<file path="src/hw/rtl/spcs_pkg.sv">
package spcs_pkg;

   // fixed field widths and counts
   localparam int NUM_CLASSES = 4;
   localparam int CLASS_BITS  = 2;
   localparam int TICK_BITS   = 32;

   // item kinds carried in the mode field
   localparam logic MODE_ARRIVAL = 1'b0;
   localparam logic MODE_TICK    = 1'b1;

   // controller states
   typedef enum logic {
      ST_IDLE,
      ST_READ
   } state_type;

   // commands from the controller to the datapath
   typedef struct packed {
      logic accept_arrival;
      logic accept_tick;
      logic answer;
      logic load_result;
      logic rsp_pop;
   } dp_cmd_type;

   // status from the datapath to the controller
   typedef struct packed {
      logic tick_needs_read;
      logic rsp_valid;
   } dp_status_type;

endpackage

</file>
<file path="src/hw/rtl/spcs_if.sv">
interface spcs_req_if #(
   parameter int ID_BITS       = 10,
   parameter int DURATION_BITS = 16
);
   import spcs_pkg::*;

   logic                     valid;
   logic                     ready;
   logic                     mode;
   logic [CLASS_BITS-1:0]    caller_class;
   logic [ID_BITS-1:0]       caller_id;
   logic [DURATION_BITS-1:0] call_duration;

   modport source (
      output valid, mode, caller_class, caller_id, call_duration,
      input  ready
   );

   modport sink (
      input  valid, mode, caller_class, caller_id, call_duration,
      output ready
   );
endinterface

interface spcs_rsp_if #(
   parameter int ID_BITS = 10
);
   import spcs_pkg::*;

   logic                  valid;
   logic                  ready;
   logic                  answered;
   logic [ID_BITS-1:0]    answered_id;
   logic [CLASS_BITS-1:0] answered_class;
   logic                  dropped;
   logic                  server_busy;
   logic [TICK_BITS-1:0]  tick_number;

   modport source (
      output valid, answered, answered_id, answered_class, dropped, server_busy,
             tick_number,
      input  ready
   );

   modport sink (
      input  valid, answered, answered_id, answered_class, dropped, server_busy,
             tick_number,
      output ready
   );
endinterface

</file>
<file path="src/hw/rtl/spcs_ctrl.sv">
module spcs_ctrl (
   input  logic                   clock,
   input  logic                   reset,
   input  logic                   req_valid,
   input  logic                   req_mode,
   output logic                   req_ready,
   input  logic                   rsp_ready,
   input  spcs_pkg::dp_status_type status,
   output spcs_pkg::dp_cmd_type    cmd
);
   import spcs_pkg::*;

   state_type state_ff;
   state_type state_in;
   logic      accept;

   // take an item only when idle and the result slot is free by the next edge
   assign req_ready = (state_ff == ST_IDLE) && (!status.rsp_valid || rsp_ready);
   assign accept    = req_valid && req_ready;

   // next state
   always_comb begin
      state_in = state_ff;
      unique case (state_ff)
         ST_IDLE: begin
            if (accept && (req_mode == MODE_TICK) && status.tick_needs_read) begin
               state_in = ST_READ;
            end
         end
         ST_READ: begin
            state_in = ST_IDLE;
         end
         default: begin
            state_in = ST_IDLE;
         end
      endcase
   end

   // datapath commands
   always_comb begin
      cmd             = '0;
      cmd.rsp_pop     = status.rsp_valid && rsp_ready;
      unique case (state_ff)
         ST_IDLE: begin
            cmd.accept_arrival = accept && (req_mode == MODE_ARRIVAL);
            cmd.accept_tick    = accept && (req_mode == MODE_TICK);
            cmd.load_result    = cmd.accept_arrival ||
                                 (cmd.accept_tick && !status.tick_needs_read);
         end
         ST_READ: begin
            cmd.answer      = 1'b1;
            cmd.load_result = 1'b1;
         end
         default: begin
            cmd.load_result = 1'b0;
         end
      endcase
   end

   always_ff @(posedge clock) begin
      if (reset) begin
         state_ff <= ST_IDLE;
      end else begin
         state_ff <= state_in;
      end
   end

endmodule

</file>
<file path="src/hw/rtl/spcs_dpath.sv">
module spcs_dpath #(
   parameter int QUEUE_DEPTH   = 16,
   parameter int ID_BITS       = 10,
   parameter int DURATION_BITS = 16
) (
   input  logic                            clock,
   input  logic                            reset,
   input  spcs_pkg::dp_cmd_type             cmd,
   output spcs_pkg::dp_status_type          status,
   input  logic [spcs_pkg::CLASS_BITS-1:0]  req_caller_class,
   input  logic [ID_BITS-1:0]               req_caller_id,
   input  logic [DURATION_BITS-1:0]         req_call_duration,
   output logic                            rsp_valid,
   output logic                            rsp_answered,
   output logic [ID_BITS-1:0]               rsp_answered_id,
   output logic [spcs_pkg::CLASS_BITS-1:0]  rsp_answered_class,
   output logic                            rsp_dropped,
   output logic                            rsp_server_busy,
   output logic [spcs_pkg::TICK_BITS-1:0]   rsp_tick_number
);
   import spcs_pkg::*;

   localparam int PTR_BITS   = $clog2(QUEUE_DEPTH);
   localparam int CNT_BITS   = $clog2(QUEUE_DEPTH + 1);
   localparam int ADDR_BITS  = CLASS_BITS + PTR_BITS;
   localparam int MEM_DEPTH  = NUM_CLASSES << PTR_BITS;
   localparam int ENTRY_BITS = ID_BITS + DURATION_BITS;

   // queue bookkeeping
   logic [PTR_BITS-1:0] head_ff  [NUM_CLASSES];
   logic [PTR_BITS-1:0] head_in  [NUM_CLASSES];
   logic [PTR_BITS-1:0] tail_ff  [NUM_CLASSES];
   logic [PTR_BITS-1:0] tail_in  [NUM_CLASSES];
   logic [CNT_BITS-1:0] count_ff [NUM_CLASSES];
   logic [CNT_BITS-1:0] count_in [NUM_CLASSES];

   logic [DURATION_BITS-1:0] busy_ff;
   logic [DURATION_BITS-1:0] busy_in;
   logic [TICK_BITS-1:0]     tick_ff;
   logic [TICK_BITS-1:0]     tick_in;
   logic [CLASS_BITS-1:0]    pend_class_ff;

   // entry memory
   logic [ENTRY_BITS-1:0] mem [MEM_DEPTH];
   logic [ENTRY_BITS-1:0] rd_data_ff;
   logic [ADDR_BITS-1:0]  rd_addr;
   logic [ADDR_BITS-1:0]  wr_addr;
   logic                  wr_en;

   // result register
   logic                  out_valid_ff;
   logic                  out_valid_in;
   logic                  out_answered_ff;
   logic [ID_BITS-1:0]    out_id_ff;
   logic [CLASS_BITS-1:0] out_class_ff;
   logic                  out_dropped_ff;
   logic                  out_busy_ff;
   logic [TICK_BITS-1:0]  out_tick_ff;

   logic                  pick_any;
   logic [CLASS_BITS-1:0] pick_class;
   logic                  queue_full;
   logic                  server_busy;
   logic [ID_BITS-1:0]       rd_id;
   logic [DURATION_BITS-1:0] rd_dur;

   // highest non-empty class
   always_comb begin
      pick_any   = 1'b0;
      pick_class = '0;
      for (int c = NUM_CLASSES - 1; c >= 0; c--) begin
         if (count_ff[c] != '0) begin
            pick_any   = 1'b1;
            pick_class = CLASS_BITS'(c);
         end
      end
   end

   assign server_busy = (busy_ff != '0);
   assign queue_full  = (count_ff[req_caller_class] == CNT_BITS'(QUEUE_DEPTH));
   assign wr_en       = cmd.accept_arrival && !queue_full;
   assign wr_addr     = {req_caller_class, tail_ff[req_caller_class]};
   assign rd_addr     = {pick_class, head_ff[pick_class]};
   assign {rd_id, rd_dur} = rd_data_ff;

   assign status = '{tick_needs_read: pick_any && !server_busy, rsp_valid: out_valid_ff};

   // pointer and count updates
   always_comb begin
      for (int c = 0; c < NUM_CLASSES; c++) begin
         head_in[c]  = head_ff[c];
         tail_in[c]  = tail_ff[c];
         count_in[c] = count_ff[c];
      end
      if (wr_en) begin
         tail_in[req_caller_class] =
            (tail_ff[req_caller_class] == PTR_BITS'(QUEUE_DEPTH - 1)) ?
            '0 : tail_ff[req_caller_class] + PTR_BITS'(1);
         count_in[req_caller_class] = count_ff[req_caller_class] + CNT_BITS'(1);
      end
      if (cmd.accept_tick && status.tick_needs_read) begin
         head_in[pick_class] =
            (head_ff[pick_class] == PTR_BITS'(QUEUE_DEPTH - 1)) ?
            '0 : head_ff[pick_class] + PTR_BITS'(1);
         count_in[pick_class] = count_ff[pick_class] - CNT_BITS'(1);
      end
   end

   // busy counter and tick counter
   always_comb begin
      busy_in = busy_ff;
      tick_in = tick_ff;
      if (cmd.accept_tick) begin
         if (server_busy) begin
            busy_in = busy_ff - DURATION_BITS'(1);
         end
         if (!status.tick_needs_read) begin
            tick_in = tick_ff + TICK_BITS'(1);
         end
      end
      if (cmd.answer) begin
         busy_in = (rd_dur == '0) ? '0 : rd_dur - DURATION_BITS'(1);
         tick_in = tick_ff + TICK_BITS'(1);
      end
   end

   // result slot valid
   always_comb begin
      out_valid_in = out_valid_ff;
      if (cmd.rsp_pop) begin
         out_valid_in = 1'b0;
      end
      if (cmd.load_result) begin
         out_valid_in = 1'b1;
      end
   end

   always_ff @(posedge clock) begin
      if (reset) begin
         for (int c = 0; c < NUM_CLASSES; c++) begin
            head_ff[c]  <= '0;
            tail_ff[c]  <= '0;
            count_ff[c] <= '0;
         end
         busy_ff      <= '0;
         tick_ff      <= '0;
         out_valid_ff <= 1'b0;
      end else begin
         for (int c = 0; c < NUM_CLASSES; c++) begin
            head_ff[c]  <= head_in[c];
            tail_ff[c]  <= tail_in[c];
            count_ff[c] <= count_in[c];
         end
         busy_ff      <= busy_in;
         tick_ff      <= tick_in;
         out_valid_ff <= out_valid_in;
      end
   end

   // entry memory, one write and one registered read port
   always_ff @(posedge clock) begin
      if (wr_en) begin
         mem[wr_addr] <= {req_caller_id, req_call_duration};
      end
      rd_data_ff <= mem[rd_addr];
   end

   // result payload
   always_ff @(posedge clock) begin
      if (cmd.accept_tick) begin
         pend_class_ff <= pick_class;
      end
      if (cmd.answer) begin
         out_answered_ff <= 1'b1;
         out_id_ff       <= rd_id;
         out_class_ff    <= pend_class_ff;
         out_dropped_ff  <= 1'b0;
         out_busy_ff     <= 1'b0;
         out_tick_ff     <= tick_ff;
      end else if (cmd.load_result) begin
         out_answered_ff <= 1'b0;
         out_id_ff       <= '0;
         out_class_ff    <= '0;
         out_dropped_ff  <= cmd.accept_arrival && queue_full;
         out_busy_ff     <= cmd.accept_tick && server_busy;
         out_tick_ff     <= tick_ff;
      end
   end

   assign rsp_valid          = out_valid_ff;
   assign rsp_answered       = out_answered_ff;
   assign rsp_answered_id    = out_id_ff;
   assign rsp_answered_class = out_class_ff;
   assign rsp_dropped        = out_dropped_ff;
   assign rsp_server_busy    = out_busy_ff;
   assign rsp_tick_number    = out_tick_ff;

endmodule

</file>
<file path="src/hw/rtl/strict_priority_call_scheduler_unit.sv">
// Strict-priority call scheduler: one server in front of four FIFO queues, class 0 highest.
// An arrival item (mode 0) queues its id and duration in its class queue, or is flagged
// dropped when that queue already holds QUEUE_DEPTH entries. A tick item (mode 1) reports
// the server busy while a call is in service; otherwise it answers the oldest call of the
// highest non-empty class, which then keeps the server busy through duration-1 further
// ticks (duration 0 acts as 1). Every item gives exactly one result, and tick_number is the
// index of the current tick (for an arrival, of the next tick), wrapping at 2^32. An arrival,
// and a tick that answers nothing, load their result on acceptance; a tick that answers a call
// passes through a read state first, because the queued entry comes out of the entry memory
// through its registered read port. The result sits in an output register, so in the idle
// state the next item is taken while it waits as long as the result channel drains it in the same cycle.
module strict_priority_call_scheduler_unit #(
   parameter int QUEUE_DEPTH   = 16,
   parameter int ID_BITS       = 10,
   parameter int DURATION_BITS = 16
) (
   input logic        clock,
   input logic        reset,
   spcs_req_if.sink   req_ch,
   spcs_rsp_if.source rsp_ch
);
   import spcs_pkg::*;

   dp_cmd_type    cmd;
   dp_status_type status;

   // controller
   spcs_ctrl u_ctrl (
      .clock     (clock),
      .reset     (reset),
      .req_valid (req_ch.valid),
      .req_mode  (req_ch.mode),
      .req_ready (req_ch.ready),
      .rsp_ready (rsp_ch.ready),
      .status    (status),
      .cmd       (cmd)
   );

   // queues, counters and result register
   spcs_dpath #(
      .QUEUE_DEPTH   (QUEUE_DEPTH),
      .ID_BITS       (ID_BITS),
      .DURATION_BITS (DURATION_BITS)
   ) u_dpath (
      .clock              (clock),
      .reset              (reset),
      .cmd                (cmd),
      .status             (status),
      .req_caller_class   (req_ch.caller_class),
      .req_caller_id      (req_ch.caller_id),
      .req_call_duration  (req_ch.call_duration),
      .rsp_valid          (rsp_ch.valid),
      .rsp_answered       (rsp_ch.answered),
      .rsp_answered_id    (rsp_ch.answered_id),
      .rsp_answered_class (rsp_ch.answered_class),
      .rsp_dropped        (rsp_ch.dropped),
      .rsp_server_busy    (rsp_ch.server_busy),
      .rsp_tick_number    (rsp_ch.tick_number)
   );

endmodule
</file>
<file path="src/flat_wrapper.sv">
// flat-port wrapper written by rule: the top's interface ports become plain ports
module strict_priority_call_scheduler_unit_flat import spcs_pkg::*;
#(
   parameter int QUEUE_DEPTH   = 16,
   parameter int ID_BITS       = 10,
   parameter int DURATION_BITS = 16
)
  (clock, reset, req_ch_valid, req_ch_mode, req_ch_caller_class, req_ch_caller_id, req_ch_call_duration, req_ch_ready, rsp_ch_valid, rsp_ch_answered, rsp_ch_answered_id, rsp_ch_answered_class, rsp_ch_dropped, rsp_ch_server_busy, rsp_ch_tick_number, rsp_ch_ready);
  spcs_req_if #(.ID_BITS(ID_BITS), .DURATION_BITS(DURATION_BITS)) req_ch_i ();
  spcs_rsp_if #(.ID_BITS(ID_BITS)) rsp_ch_i ();
  input logic clock;
  input logic reset;
  input wire logic [$bits(req_ch_i.valid)-1:0] req_ch_valid;
  input wire logic [$bits(req_ch_i.mode)-1:0] req_ch_mode;
  input wire logic [$bits(req_ch_i.caller_class)-1:0] req_ch_caller_class;
  input wire logic [$bits(req_ch_i.caller_id)-1:0] req_ch_caller_id;
  input wire logic [$bits(req_ch_i.call_duration)-1:0] req_ch_call_duration;
  output wire logic [$bits(req_ch_i.ready)-1:0] req_ch_ready;
  output wire logic [$bits(rsp_ch_i.valid)-1:0] rsp_ch_valid;
  output wire logic [$bits(rsp_ch_i.answered)-1:0] rsp_ch_answered;
  output wire logic [$bits(rsp_ch_i.answered_id)-1:0] rsp_ch_answered_id;
  output wire logic [$bits(rsp_ch_i.answered_class)-1:0] rsp_ch_answered_class;
  output wire logic [$bits(rsp_ch_i.dropped)-1:0] rsp_ch_dropped;
  output wire logic [$bits(rsp_ch_i.server_busy)-1:0] rsp_ch_server_busy;
  output wire logic [$bits(rsp_ch_i.tick_number)-1:0] rsp_ch_tick_number;
  input wire logic [$bits(rsp_ch_i.ready)-1:0] rsp_ch_ready;
  assign req_ch_i.valid = req_ch_valid;
  assign req_ch_i.mode = req_ch_mode;
  assign req_ch_i.caller_class = req_ch_caller_class;
  assign req_ch_i.caller_id = req_ch_caller_id;
  assign req_ch_i.call_duration = req_ch_call_duration;
  assign req_ch_ready = req_ch_i.ready;
  assign rsp_ch_valid = rsp_ch_i.valid;
  assign rsp_ch_answered = rsp_ch_i.answered;
  assign rsp_ch_answered_id = rsp_ch_i.answered_id;
  assign rsp_ch_answered_class = rsp_ch_i.answered_class;
  assign rsp_ch_dropped = rsp_ch_i.dropped;
  assign rsp_ch_server_busy = rsp_ch_i.server_busy;
  assign rsp_ch_tick_number = rsp_ch_i.tick_number;
  assign rsp_ch_i.ready = rsp_ch_ready;
  strict_priority_call_scheduler_unit #(.QUEUE_DEPTH(QUEUE_DEPTH), .ID_BITS(ID_BITS), .DURATION_BITS(DURATION_BITS)) u_core (.clock(clock), .reset(reset), .req_ch(req_ch_i), .rsp_ch(rsp_ch_i));
endmodule
</file>
<file path="config.mk">
export PLATFORM = sky130hd
export DESIGN_NAME = strict_priority_call_scheduler_unit_flat
export DESIGN_NICKNAME = d
export VERILOG_FILES = /design/src/hw/rtl/spcs_pkg.sv /design/src/hw/rtl/spcs_if.sv /design/src/hw/rtl/spcs_ctrl.sv /design/src/hw/rtl/spcs_dpath.sv /design/src/hw/rtl/strict_priority_call_scheduler_unit.sv /design/src/flat_wrapper.sv
export SDC_FILE = /design/constraint.sdc
export NUM_CORES = 2
export LEC_CHECK = 0
export BUFFER_PORTS_ARGS = -buffer_cell sky130_fd_sc_hd__buf_4
export CAP_MARGIN = 40
export CORE_AREA = 2 2 345 347
export DETAILED_ROUTE_END_ITERATION = 6
export DIE_AREA = 0 0 347 349
export GPL_TIMING_DRIVEN = 1
export PLACE_DENSITY_LB_ADDON = 0.25
export SYNTH_ARGS = -nofsm -noshare
export SYNTH_HDL_FRONTEND = slang
export SYNTH_SLANG_ARGS = --single-unit
</file>
<file path="constraint.sdc">
create_clock -name clock -period 8.9 [get_ports clock]
set_clock_uncertainty 0.1 [all_clocks]
set_input_delay 2.67 -clock clock [delete_from_list [all_inputs] [get_ports clock]]
set_output_delay 2.67 -clock clock [all_outputs]
set_load 0.005 [all_outputs]
</file>
==> run summary <==
The flow ran to the end, and the final reports show no timing, DRC or antenna violations. Of the cells placed in the final design, the portion with a size suffix greater than 1 is 14.6%. Of all cell types, the one taking the most synthesized area is sky130_fd_sc_hd__edfxtp_1. The maximum level of the CTS H-tree is 4.

The count of instances resized after the clock tree is built came out at 0. The final non-filler cell area came out at 82,500 um^2. The violation count after the first detailed-routing iteration is 7,848.

The number of buffers added by the clock tree synthesis step came out at 179. The peak supply drop came out at 0.000459 V. Measured against its own limit, the worst slew margin works out to 29.5%. The post-synth design cell area came out at 73,600 um^2.

The number of library cell types mapped by synthesis is 76. In this design, the stage delay of the slowest critical-path cell is 0.75 ns. The post-DP HPWL is 114,000 um.

The via count of the first global-routing pass is 42,700. The row count is 126. The final weighted congestion in routability-driven placement came out at 0.916. The floorplan step defined a core boundary enclosing 117,000 um^2. The number of antenna violations at the first check in global routing came out at 10.

The clock net in this run drives a total of 1,841 sinks. The total count of hold-check failures in the final report is 0. The total overflow reported by the global router came out at 0. The post-cts hold buffer count is 0.

The cell sitting at the root of the clock tree is a sky130_fd_sc_hd__clkbuf_16. The time the final worst path needs with I/O delays and setup is 6.21 ns. The type of the most critical hold path is flip-flop to flip-flop. The area growth from synthesis to layout is 12.2%. The maximum clock rate is 161 MHz. The final critical-path share of the clock period came out at 69.8%. TritonCTS built the clock tree. For this run, design rule violations remaining after detail routing come to 0. The pin slew with the least headroom to its limit is 1.06 ns. The die footprint came out at 121,000 um^2. The share of the core filled with cells in the final layout came out at 70.3%. The deepest clock path buffer count is 3.

The share of the yosys chip area belonging to registers is 73.4%. Summed over all cells, the static leakage comes to 0.0270 uW. Counting flops with a built-in enable in the synthesized netlist gives 1,710.

82 I/O pins were placed. The required time reported for the critical path endpoint came out at 9.29 ns. The cell occurring most often along the worst timing path is sky130_fd_sc_hd__buf_4.

For this run, the leading register cell type out of synthesis is sky130_fd_sc_hd__edfxtp_1. The total power of the final layout is 24,100 uW. The cell area after placement is 76,500 um^2. The initial cell density of the core came out at 62.6%. The synthesized netlist net count is 4,846. The routed design has 199,000 um of wire. After detailed routing, the average wire length per cell comes to 30.3 um. The residual antenna-violating net count after detailed routing is 0.

The slowest stage of the critical path is the sky130_fd_sc_hd__buf_4 cell. Setup repair after global routing left no endpoint under its margin. The clock transition at the registers of the reported paths came out at 0.07 ns. The die extent in y came out at 349 um. The average vias per placed instance is 6.93. The cell area power density is 293 nW/um^2.

STA classifies the critical path endpoint as a flip-flop. The total iterations of the first detailed-routing run came out at 6. The setup path with the least slack is of type flip-flop to flip-flop. The number of slew-limit violations in the final report came out at 0. The fraction of synthesized cell area taken by the top area cell type came out at 69.8%. The post-route setup TNS is 0 ns. Along the worst path, the maximum fanout reaches 72. The net count reported at finish came out at 4,921. The overall global routing resource usage came out at 32.6%.

The share of synthesized flip-flops with an asynchronous set or reset came out at 0%. Once the clock tree was built, the setup fixing pass inserted 0 buffers. STA classifies the critical path startpoint as a flip-flop.

Measured along the x axis, the die boundary spans 347 um. Data arrives at the worst endpoint at 6.60 ns. The worst hold margin is 0.358 ns. The total of max-cap violations came out at 0. Sorting the synthesized cells by area gives the leading types as sky130_fd_sc_hd__edfxtp_1, sky130_fd_sc_hd__dfxtp_1, sky130_fd_sc_hd__mux4_2. The number of warnings issued by yosys came out at 0.

The number of standard cells after synthesis is 4,805. The overall via count from detail_route came out at 45,500. The critical path goes through or4_4 -> nor4_4 -> nand2_4 -> inv_2 -> o2111ai_4 -> buf_4 -> and2_4 -> nor2_4 -> buf_4 -> a221oi_1 -> a32oi_1 -> o2111ai_1. The clock reaches the later pin of the worst-skew pair after 0.80 ns. The global-route wire length before repair is 287,000 um. The count of buffers added on input and output ports is 81. The average cell area after synthesis came out at 15.3 um^2. The maximum number of pins on one net before global-route repair came out at 183.

The synthesized design contains 1,841 register bits. The number of setup violations in the final report is 0.
## state kept, by name, indices dropped and copies added (netlist names), 2 cells and up
signal                             cells
u_core.u_dpath.tail_ff                16
u_core.u_dpath.mem                  1664
u_core.u_dpath.rsp_tick_number        32
u_core.u_dpath.rsp_answered_class      2
u_core.u_dpath.pend_class_ff           2
u_core.u_dpath.rd_data_ff             26
u_core.u_dpath.tick_ff                32
u_core.u_dpath.count_ff               20
u_core.u_dpath.busy_ff                16
u_core.u_dpath.head_ff                16
u_core.u_dpath.rsp_answered_id        10
## report_power, final
part | switching (uW) | internal (uW) | total (uW) | leakage, uW
Sequential | 185 | 9670 | 9850 | 0.0165
Combinational | 4600 | 2010 | 6610 | 0.00765
Clock | 3210 | 4480 | 7690 | 0.00290
## cells in the mapped netlist, types with 26 or more instances
cell type / n
sky130_fd_sc_hd__nand3_1: 367
sky130_fd_sc_hd__nor3_1: 42
sky130_fd_sc_hd__and3_1: 115
sky130_fd_sc_hd__nor2_1: 211
sky130_fd_sc_hd__a21o_1: 158
sky130_fd_sc_hd__a21oi_1: 198
sky130_fd_sc_hd__and4bb_1: 26
sky130_fd_sc_hd__clkbuf_1: 257
sky130_fd_sc_hd__xor2_1: 30
sky130_fd_sc_hd__o21ai_0: 354
sky130_fd_sc_hd__a22oi_1: 26
sky130_fd_sc_hd__a2111oi_0: 54
sky130_fd_sc_hd__mux4_2: 87
sky130_fd_sc_hd__a221oi_1: 27
sky130_fd_sc_hd__mux2_2: 46
sky130_fd_sc_hd__dfxtp_1: 131
sky130_fd_sc_hd__edfxtp_1: 1710
sky130_fd_sc_hd__a31oi_1: 39
sky130_fd_sc_hd__a32oi_1: 26
sky130_fd_sc_hd__o2111ai_1: 79
sky130_fd_sc_hd__nand2_1: 153
sky130_fd_sc_hd__mux2i_1: 173
sky130_fd_sc_hd__a211oi_1: 184
sky130_fd_sc_hd__buf_2: 49
## metal layers
| metal | share of wire, % | global-route usage (%) |
|---|---|---|
| met1 | 39 | 48.0 |
| met2 | 45 | 47.9 |
| met3 | 13 | 8.26 |
| met4 | 3.3 | 11.1 |
| met5 | 0.031 | 0 |
## area by class of cell
cell class / count / area [um^2]
Antenna cell: 6 / 15.0
Clock buffer: 227 / 4790
Clock inverter: 102 / 1140
Fill cell: 7291 / 34900
Inverter: 24 / 90.1
Multi-Input combinational cell: 2596 / 18500
Sequential cell: 1841 / 54000
Tap cell: 1536 / 1920
Timing Repair Buffer: 238 / 2100
## layout by cell type (no fill, tap or decap), types with 37 or more instances in the layout
| cell | netlist | final |
|---|---|---|
| sky130_fd_sc_hd__dfxtp_1 | 131 | 131 |
| sky130_fd_sc_hd__mux2i_1 | 173 | 173 |
| sky130_fd_sc_hd__a31oi_1 | 39 | 39 |
| sky130_fd_sc_hd__nor2_1 | 211 | 150 |
| sky130_fd_sc_hd__o2111ai_1 | 79 | 79 |
| sky130_fd_sc_hd__mux4_2 | 87 | 87 |
| sky130_fd_sc_hd__clkbuf_16 | 0 | 183 |
| sky130_fd_sc_hd__clkbuf_1 | 257 | 39 |
| sky130_fd_sc_hd__nor3_1 | 42 | 37 |
| sky130_fd_sc_hd__o21ai_0 | 354 | 354 |
| sky130_fd_sc_hd__and3_1 | 115 | 115 |
| sky130_fd_sc_hd__a21oi_1 | 198 | 198 |
| sky130_fd_sc_hd__clkinv_1 | 0 | 39 |
| sky130_fd_sc_hd__mux2_2 | 46 | 46 |
| sky130_fd_sc_hd__edfxtp_1 | 1710 | 1710 |
| sky130_fd_sc_hd__a211oi_1 | 184 | 184 |
| sky130_fd_sc_hd__nand2_1 | 153 | 152 |
| sky130_fd_sc_hd__buf_4 | 12 | 192 |
| sky130_fd_sc_hd__nand3_1 | 367 | 367 |
| sky130_fd_sc_hd__a21o_1 | 158 | 158 |
## cells by family after synthesis
| group | Yosys count | synth area share (%) |
|---|---|---|
| xor gates and xnor gates | 45 | 0.536 |
| AOI/OAI and AO/OA | 1192 | 10.7 |
| DFF | 1841 | 73.4 |
| muxes | 328 | 6.06 |
| buffers and inverters | 368 | 2.10 |
| and+or+nand+nor | 1023 | 7.12 |
| adders and majority gates | 8 | 0.136 |
## worst max-delay path: cells and delay by family, from the launching register on
family	cells	cell delay, ns
and+or+nand+nor	5	2.11
AOI/OAI and AO/OA	4	1.78
DFF	1	0.34
buffers and inverters	3	1.45
## through the flow
| step | std cells | worst slack (ns) |
|---|---|---|
| floorplan | 4805 | 1.39 |
| global placement | 6192 | 2.43 |
| detailed placement | 6227 | 2.44 |
| CTS | 6556 | 2.85 |
| global route | 6564 | 2.59 |
| finish | 6570 | 2.69 |
## final timing paths
kind,cells past startpoint,slack (ns),from,endpoint
setup / recovery,12,2.69,u_core.u_dpath.count_ff[0][1],u_core.u_dpath.rd_data_ff[0]
hold / removal,1,0.36,u_core.u_dpath.rsp_answered,u_core.u_dpath.rsp_answered
setup reg to reg,12,2.69,u_core.u_dpath.count_ff[0][1],u_core.u_dpath.rd_data_ff[0]
hold reg to reg,1,0.36,u_core.u_dpath.rsp_answered,u_core.u_dpath.rsp_answered
No activity file was read; power rests on OpenSTA's default activity.
